$ cat config.mk
export PLATFORM = sky130hd
export DESIGN_NAME = bpa_seq
export DESIGN_NICKNAME = d
export VERILOG_FILES = /design/src/bpa_pkg.sv /design/src/bpa_seq.sv
export SDC_FILE = /design/constraint.sdc
export NUM_CORES = 1
export LEC_CHECK = 0
export BUFFER_PORTS_ARGS = -buffer_cell sky130_fd_sc_hd__buf_2
export CAP_MARGIN = 15
export CORE_ASPECT_RATIO = 0.7
export CORE_MARGIN = 2
export CORE_UTILIZATION = 41
export CTS_CLUSTER_SIZE = 20
export DETAILED_ROUTE_END_ITERATION = 8
export GPL_TIMING_DRIVEN = 0
export PLACE_DENSITY = 0.57
export SYNTH_ARGS = -nofsm -noshare
export SYNTH_HDL_FRONTEND = slang
export SYNTH_SLANG_ARGS = --single-unit
$ cat constraint.sdc
create_clock -name aclk -period 5.5 [get_ports aclk]
set_clock_uncertainty 0.2 [all_clocks]
set_input_delay 0.55 -clock aclk [delete_from_list [all_inputs] [get_ports aclk]]
set_output_delay 0.55 -clock aclk [all_outputs]
set_load 0.05 [all_outputs]
$ cat src/bpa_pkg.sv
package bpa_pkg;

    // pool geometry
    localparam int POOL_LEVELS = 10;
    localparam int POOL_PAGES  = 1 << POOL_LEVELS;
    localparam int NODE_COUNT  = 2 * POOL_PAGES - 1;
    localparam int NODE_W      = POOL_LEVELS + 1;
    localparam int VAL_W       = POOL_LEVELS + 1;
    localparam int LVL_W       = $clog2(POOL_LEVELS + 1);

    // word field widths
    localparam int COUNT_W = 16;
    localparam int PAGE_W  = 10;

    // request kinds
    localparam logic ACTION_ALLOC = 1'b0;
    localparam logic ACTION_FREE  = 1'b1;

    typedef enum logic [1:0] {
        STATUS_OK        = 2'd0,
        STATUS_NO_FREE   = 2'd1,
        STATUS_BAD_COUNT = 2'd2,
        STATUS_NOT_ALLOC = 2'd3
    } status_t;

    typedef struct packed {
        logic               action;
        logic [COUNT_W-1:0] page_count;
        logic [PAGE_W-1:0]  first_page;
    } bpa_in_t;

    typedef struct packed {
        logic [PAGE_W-1:0] page_start;
        status_t           status;
    } bpa_out_t;

    // tree memory access: one write and one read per cycle
    typedef struct packed {
        logic              we;
        logic [NODE_W-1:0] waddr;
        logic [VAL_W-1:0]  wdata;
        logic [NODE_W-1:0] raddr;
    } bpa_mem_req_t;

endpackage

$ cat src/bpa_seq.sv
module bpa_seq (
    input  logic                         aclk,
    input  logic                         aresetn,
    input  logic                         item_valid,
    output logic                         item_ready,
    input  bpa_pkg::bpa_in_t             item,
    output logic                         res_valid,
    input  logic                         res_ready,
    output bpa_pkg::bpa_out_t            res,
    output bpa_pkg::bpa_mem_req_t        mem_req,
    input  logic [bpa_pkg::VAL_W-1:0]    rd_data
);
    import bpa_pkg::*;

    typedef enum logic [3:0] {
        ST_INIT,
        ST_IDLE,
        ST_DECODE,
        ST_ROOT_RD,
        ST_ROOT,
        ST_WALK,
        ST_LEAF,
        ST_FREE_RD,
        ST_FREE_NODE,
        ST_FREE_LEFT,
        ST_CLIMB,
        ST_DONE
    } state_t;

    state_t                  state_reg, state_next;
    bpa_in_t                 item_reg, item_next;
    logic [LVL_W-1:0]        lvl_reg, lvl_next;
    logic [POOL_LEVELS-1:0]  pos_reg, pos_next;
    logic [LVL_W-1:0]        r_reg, r_next;
    logic [LVL_W-1:0]        target_reg, target_next;
    logic [VAL_W-1:0]        p_reg, p_next;
    logic [NODE_W-1:0]       idx_reg, idx_next;
    logic [LVL_W-1:0]        depth_reg, depth_next;
    logic [VAL_W-1:0]        val_reg, val_next;
    logic [PAGE_W-1:0]       start_reg, start_next;
    status_t                 status_reg, status_next;

    // ceil(log2(count)) for count 1..POOL_PAGES
    function automatic logic [LVL_W-1:0] round_log(input logic [COUNT_W-1:0] c);
        logic [COUNT_W-1:0] m;
        logic [LVL_W-1:0]   r;
        m = c - COUNT_W'(1);
        r = '0;
        for (int i = 0; i < POOL_LEVELS; i++) begin
            if (m[i]) begin
                r = LVL_W'(i + 1);
            end
        end
        return r;
    endfunction

    // index of the first node of a tree level
    function automatic logic [NODE_W-1:0] level_base(input logic [LVL_W-1:0] l);
        return (NODE_W'(1) << l) - NODE_W'(1);
    endfunction

    function automatic logic [NODE_W-1:0] sibling(input logic [NODE_W-1:0] i);
        return i[0] ? i + NODE_W'(1) : i - NODE_W'(1);
    endfunction

    logic                 bad_count;
    logic [LVL_W-1:0]     dec_r;
    logic [LVL_W-1:0]     dec_target;
    logic [NODE_W-1:0]    left_idx;
    logic [NODE_W-1:0]    walk_idx;
    logic [LVL_W-1:0]     walk_depth;
    logic [VAL_W-1:0]     left_v;
    logic [VAL_W-1:0]     right_v;
    logic [VAL_W-1:0]     half;
    logic [VAL_W-1:0]     merged;
    logic [NODE_W-1:0]    up_idx;
    logic [NODE_W-1:0]    leaf_off;
    logic                 climb_go;
    logic [VAL_W-1:0]     climb_val;

    // request decode
    always_comb begin
        bad_count  = (item_reg.page_count == '0) ||
                     ({1'b0, item_reg.page_count} > (COUNT_W + 1)'(POOL_PAGES));
        dec_r      = round_log(item_reg.page_count);
        dec_target = LVL_W'(POOL_LEVELS) - dec_r;
    end

    // walk down: pick left child when it can hold the block
    always_comb begin
        left_idx   = (idx_reg << 1) + NODE_W'(1);
        walk_idx   = (rd_data >= p_reg) ? left_idx : left_idx + NODE_W'(1);
        walk_depth = depth_reg + LVL_W'(1);
        leaf_off   = (idx_reg - level_base(target_reg)) << r_reg;
    end

    // parent merge for the climb
    always_comb begin
        left_v  = idx_reg[0] ? val_reg : rd_data;
        right_v = idx_reg[0] ? rd_data : val_reg;
        half    = VAL_W'(POOL_PAGES) >> depth_reg;
        up_idx  = (idx_reg - NODE_W'(1)) >> 1;
        if (left_v == half && right_v == half) begin
            merged = half << 1;
        end else begin
            merged = (left_v > right_v) ? left_v : right_v;
        end
    end

    // sequencer
    always_comb begin
        state_next  = state_reg;
        item_next   = item_reg;
        lvl_next    = lvl_reg;
        pos_next    = pos_reg;
        r_next      = r_reg;
        target_next = target_reg;
        p_next      = p_reg;
        idx_next    = idx_reg;
        depth_next  = depth_reg;
        val_next    = val_reg;
        start_next  = start_reg;
        status_next = status_reg;
        mem_req     = '0;
        item_ready  = 1'b0;
        res_valid   = 1'b0;
        climb_go    = 1'b0;
        climb_val   = '0;

        case (state_reg)
            ST_INIT: begin
                // clearing pass: every node gets its subtree size
                mem_req.we    = 1'b1;
                mem_req.waddr = level_base(lvl_reg) + NODE_W'(pos_reg);
                mem_req.wdata = VAL_W'(POOL_PAGES) >> lvl_reg;
                if ({1'b0, pos_reg} == level_base(lvl_reg)) begin
                    pos_next = '0;
                    lvl_next = lvl_reg + LVL_W'(1);
                    if (lvl_reg == LVL_W'(POOL_LEVELS)) begin
                        state_next = ST_IDLE;
                    end
                end else begin
                    pos_next = pos_reg + POOL_LEVELS'(1);
                end
            end
            ST_IDLE: begin
                item_ready = 1'b1;
                if (item_valid) begin
                    item_next  = item;
                    state_next = ST_DECODE;
                end
            end
            ST_DECODE: begin
                r_next      = dec_r;
                target_next = dec_target;
                p_next      = VAL_W'(1) << dec_r;
                start_next  = '0;
                status_next = STATUS_OK;
                if (bad_count) begin
                    status_next = STATUS_BAD_COUNT;
                    state_next  = ST_DONE;
                end else if (item_reg.action == ACTION_ALLOC) begin
                    idx_next   = '0;
                    depth_next = '0;
                    state_next = ST_ROOT_RD;
                end else begin
                    idx_next   = level_base(dec_target) +
                                 (NODE_W'(item_reg.first_page) >> dec_r);
                    depth_next = dec_target;
                    state_next = ST_FREE_RD;
                end
            end
            ST_ROOT_RD: begin
                mem_req.raddr = '0;
                state_next    = ST_ROOT;
            end
            ST_ROOT: begin
                if (rd_data < p_reg) begin
                    status_next = STATUS_NO_FREE;
                    state_next  = ST_DONE;
                end else if (target_reg == '0) begin
                    mem_req.raddr = '0;
                    state_next    = ST_LEAF;
                end else begin
                    mem_req.raddr = NODE_W'(1);
                    state_next    = ST_WALK;
                end
            end
            ST_WALK: begin
                idx_next   = walk_idx;
                depth_next = walk_depth;
                if (walk_depth < target_reg) begin
                    mem_req.raddr = (walk_idx << 1) + NODE_W'(1);
                end else begin
                    mem_req.raddr = walk_idx;
                    state_next    = ST_LEAF;
                end
            end
            ST_LEAF: begin
                if (rd_data != p_reg) begin
                    status_next = STATUS_NO_FREE;
                    state_next  = ST_DONE;
                end else begin
                    start_next = leaf_off[PAGE_W-1:0];
                    climb_go   = 1'b1;
                end
            end
            ST_FREE_RD: begin
                mem_req.raddr = idx_reg;
                state_next    = ST_FREE_NODE;
            end
            ST_FREE_NODE: begin
                if (rd_data != '0) begin
                    status_next = STATUS_NOT_ALLOC;
                    state_next  = ST_DONE;
                end else if (target_reg < LVL_W'(POOL_LEVELS)) begin
                    mem_req.raddr = left_idx;
                    state_next    = ST_FREE_LEFT;
                end else begin
                    climb_go  = 1'b1;
                    climb_val = p_reg;
                end
            end
            ST_FREE_LEFT: begin
                if (rd_data != (p_reg >> 1)) begin
                    status_next = STATUS_NOT_ALLOC;
                    state_next  = ST_DONE;
                end else begin
                    climb_go  = 1'b1;
                    climb_val = p_reg;
                end
            end
            ST_CLIMB: begin
                // write parent, fetch the parent's sibling in the same cycle
                mem_req.we    = 1'b1;
                mem_req.waddr = up_idx;
                mem_req.wdata = merged;
                idx_next      = up_idx;
                depth_next    = depth_reg - LVL_W'(1);
                val_next      = merged;
                if (up_idx == '0) begin
                    state_next = ST_DONE;
                end else begin
                    mem_req.raddr = sibling(up_idx);
                end
            end
            ST_DONE: begin
                res_valid = 1'b1;
                if (res_ready) begin
                    state_next = ST_IDLE;
                end
            end
            default: begin
                state_next = ST_IDLE;
            end
        endcase

        // mark the found node and start the climb toward the root
        if (climb_go) begin
            mem_req.we    = 1'b1;
            mem_req.waddr = idx_reg;
            mem_req.wdata = climb_val;
            val_next      = climb_val;
            if (idx_reg == '0) begin
                state_next = ST_DONE;
            end else begin
                mem_req.raddr = sibling(idx_reg);
                state_next    = ST_CLIMB;
            end
        end
    end

    assign res.page_start = start_reg;
    assign res.status     = status_reg;

    // state and registered outputs
    always_ff @(posedge aclk) begin
        if (!aresetn) begin
            state_reg <= ST_INIT;
            lvl_reg   <= '0;
            pos_reg   <= '0;
        end else begin
            state_reg <= state_next;
            lvl_reg   <= lvl_next;
            pos_reg   <= pos_next;
        end
        item_reg   <= item_next;
        r_reg      <= r_next;
        target_reg <= target_next;
        p_reg      <= p_next;
        idx_reg    <= idx_next;
        depth_reg  <= depth_next;
        val_reg    <= val_next;
        start_reg  <= start_next;
        status_reg <= status_next;
    end

endmodule

== Word level (Yosys, flattened, before mapping) ==
Cells that the tools add are included.
Widths: inputs -> output; s select.
Word-level totals
  memory bits (read-only): 0
  RAM bits: 0
  output and inout bits: 48
  memories: 0
  latch bits: 0
  bits of input ports: 42
  logic and storage cells: 169
  flip-flop bits (word level): 102
Operators by class
  $mul: 0
  multiplexer cells: 72
  magnitude comparators: 6
  div/mod/pow operators: 0
  bitwise gates (word level): 0
  shift-type cells: 8
  add/subtract/negate cells: 19
  reductions and logical operators: 18
  equality and inequality tests: 32
Operators by type and width (number)
  $mux 11: 19
  $mux 4: 19
  $pmux 11 s5: 1
  $pmux 4 s12: 1
  $pmux 23 s2: 1
  $add 11x1->11 const B: 4
  $shl 1x4->11 const A: 4
  $mux 34: 1
  $pmux 11 s3: 1
  $sub 11x2->11 const B: 3
  $ne 3x3->1 const B: 8
  $eq 11x11->1: 2
  $logic_not 11->1: 2
  $pmux 11 s2: 1
  $shr 11x4->11 const A: 2
  $eq 4x4->1 const B: 5
  $mux 10: 2
  $pmux 10 s2: 1
  $eq 4x3->1 const B: 4
  $gt 16x11->1 const B: 1
  $logic_not 16->1: 1
  $mux 2: 8
  $mux 3: 4
  $ne 2x2->1 const B: 6
  other kinds (38): 54

== Depth between registers and ports, before layout ==
  depth in word-level cells: 18
  mapped depth: 27
  gate-level depth less buffers: 25

== Worst setup path before layout ==
Ideal clock, no wire load.
  path type: flip-flop to output port
  start: register idx_reg[0]
  end: output mem_req[14] (netlist bit)
  arrival time: 4.287 ns
  setup slack: 0.463 ns
  stages on the path, launching flop included: 16
  cells stage by stage: edfxtp_1 clkbuf_1 clkbuf_1 clkbuf_1 mux2i_1 inv_1 ha_1 a21o_1 a21o_1 a211oi_1 o211a_1 or2_2 clkbuf_1 or3_1 a31oi_1 o21ai_0
RTL lines
  from (decl): RTL line bpa_seq.sv:37  | logic [NODE_W-1:0] idx_reg, idx_next;
  from (signal assigned): RTL line bpa_seq.sv:291  | idx_reg <= idx_next;
  to (decl): RTL line bpa_seq.sv:10  | output bpa_pkg::bpa_mem_req_t mem_req,

==> run_results.csv <==
group,metric,value,unit
outcome,status,"complete, no violations",
logic_synthesis,syn_area,0.01089,mm^2
clock_tree,cts-buffers-inserted,9,
die,fp.dieArea,0.02791,mm^2
logic_synthesis,synth_nets,1470,
logic_synthesis,synth.most_common_cell,"nand2_1",
placement,place.gp.congestion,0.9621,
drt,route.detailed.drc,0,
logic_synthesis,yosys-top-cells-count,"120 x nand2_1, 109 x ha_1, 105 x nor2_1",
worst_setup_path,crit_family,"buffers and inverters",
pwr,switching_power,1253,uW
layout,syn_to_final_growth,13.73,%
worst_setup_path,setup.worst_path.start_class,"register",
timing,fin_crit,5.255,ns
logic_synthesis,synthArstFlopShare,0,%
timing,setup_viol,0,
clock_tree,clock_sinks,101,
timing,rsz0062_at_grt,"yes",
die,rows,49,
worst_setup_path,endpoint_kind,"output port",
job,cap_violations,0,
worst_setup_path,crit_type,"reg2out",
layout,drive_above_1_share,13.84,%
layout,fin_util,47.88,%
drt,routed_wl,36430,um
global_routing,grt_pass1_vias,9690,
clock_tree,cts_root_buffer,"clkbuf_16",
pwr,pwr-share-clk,25.2,%
timing,final.setup.worst_slack,0.2451,ns
clock_tree,ctsHoldBuffers,0,
global_routing,grt_max_degree,22,
layout,n_antenna_cell,0,
worst_setup_path,crit_arrival,4.50,ns
global_routing,grt-ovfl-total,0,
die,top_level_ports,90,
placement,hpwl,29230,um
drt,wl_per_cell,20.47,um
layout,fin_area,0.01239,mm^2
clock_tree,cts_tree,"yes",
drt,vias,10600,
pwr,power_density,235.8,mW/mm^2
drt,firstDrtPassIters,6,
worst_setup_path,path_buf_inv,5,
layout,largest_reg_flops,27,
clock_tree,htree_levels,3,
clock_tree,clock_latency,0.38,ns
logic_synthesis,ys_ff_latch,101,
pwr,intPower,1668,uW
logic_synthesis,synth_seq_area_share,26.19,%
worst_setup_path,max_stage_delay,0.44,ns
pwr,p_leak,0.005076,uW
logic_synthesis,yosysTopAreaCellShare,22.88,%
worst_setup_path,crit_fanout,10,
die,die_h,140.4,um
die,coreArea,0.02587,mm^2
global_routing,grt_use_total,26.48,%
logic_synthesis,yosys.cell_types.count,89,
placement,port_buffers,88,
drt,vias_per_cell,5.956,
die,start_util,42.10,%
pwr,combPwrFrac,44.4,%
timing,hold_violations,0,
pwr,pwr-share-seq,30.4,%
pwr,p_sw_share,42.89,%
drt,drt_iter0_markers,1204,
logic_synthesis,synthFlopType,"edfxtp_1",
timing,slew_violations,0,
placement,place_area,0.01184,mm^2
logic_synthesis,ys_warn_count,0,
logic_synthesis,avgSynthCellArea,8.284,um^2
timing,max_freq,190.3,MHz
timing,tightest_slew,1.075,ns
logic_synthesis,synth_top_area_cell,"edfxtp_1",
global_routing,grt_pass1_wl,56790,um
timing,finalCritPeriodShare,95.54,%
drt,drtAntennaViolNets,0,
worst_setup_path,path_cells,"clkbuf_2 -> buf_4 -> clkinvlp_4 -> ha_2 -> nand2_1 -> or2_2 -> or3_1 -> xor2_1 -> inv_1 -> ha_1 -> nor2_2 -> a21boi_2 -> o21bai_1 -> a21oi_1 -> xnor2_1 -> a221o_1 -> buf_2",
global_routing,antenna_found_initial,0,
clock_tree,clk_pin_slew_worst_paths,0.08,ns
logic_synthesis,synth-edff-count,83,
hold_path,hold_class,"in2reg",
placement,post-place-ws,-0.4726,ns
worst_setup_path,cp_data_required_time,4.75,ns
timing,relSlewSlack,28.35,%
layout,fin_nets,1574,
logic_synthesis,synthCells,1315,
pwr,ir_drop,0.0004324,V
worst_setup_path,slowest_stage,"a221o_1",
clock_tree,clock_path_buffers,2,
logic_synthesis,yosys-top-cells-area,"edfxtp_1 23%, ha_1 13%, nand2_1 4.1%",
die,die_x,198.8,um
cells by family (layout without fill, tap and decap cells):
logic type      count (synthesis)  in the layout  synth area share, %
compound gates                328            328                20.32
xor+xnor                       83             83                6.673
fa+ha+maj                     113            113                13.26
buf+inv                       155            263                5.651
flops                         101            101                26.19
mux                            55             55                5.490
simple gates                  480            480                22.42
metrics by stage:
step                      instances  setup TNS [ns]  hold WS [ns]  total power (uW)
final                          1780               0        0.1485              2921
after global placement         1760          -7.391        0.3205              2157
after CTS                      1779               0        0.1343              2909
after floorplan                1315               0        0.2855              1838
after global routing           1780        -0.06758        0.1386              3066
after detailed placement       1763          -6.388        0.3334              2166
cell usage in the layout, fill, tap and decap left out, drive strengths merged, types with 17 or more instances in the layout:
cell type,n
nand2b,20
xnor2,47
clkbuf,61
nand4,17
nor2,106
nor2b,20
ha,109
nor3,40
a21o,20
dfxtp,18
edfxtp,83
buf,107
mux2i,44
xor2,36
o211ai,23
nand3,46
a31oi,17
nand2,122
o21ai,82
and3,24
a21oi,66
inv,90
path summary, 6_finish.rpt:
path / startpoint / to / slack (ns) / cells after the start
max: idx_reg[0] / mem_req[10] / 0.25 / 17
min: item[16] / item_reg[16] / 0.15 / 1
max reg2reg: item_reg[11] / idx_reg[9] / 0.29 / 25
min reg2reg: pos_reg[9] / pos_reg[9] / 0.35 / 2
routing by layer:
metal / up-vias / GRT usage, % / share of wire, %
met5: - / 0 / 0
met4: 0 / 5.420 / 1.3
met3: 34 / 5.972 / 9.9
met2: 485 / 35.17 / 39
met1: 5058 / 42.50 / 50
li1: 5024 / - / -
what timing repair did:
| item | CTS | global route |
|---|---|---|
| pin swaps | 0 | 3 |
| gates resized for setup | 23 | 36 |
| endpoints found under the setup margin | 28 | 16 |
| buffers inserted | 1 | 1 |
final cells by class:
class	instances	area, um^2
plain buffers	66	310.3
clock buffers	9	225.2
clock inverters	6	95.09
fillers	2599	13480
inverters	89	342.8
multi-input cells	1059	7614
flip-flops and latches	101	2853
well taps	357	446.7
repair buffers	93	501.7
power groups by stage:
stage	clock (uW)	sequential (uW)	combinational (uW)
final	736	889	1300
after global routing	768	893	1400
after global placement	0	904	1250
after detailed placement	0	905	1260
after floorplan	0	892	946
after CTS	749	888	1270
Power figures use the tool's default switching activity.
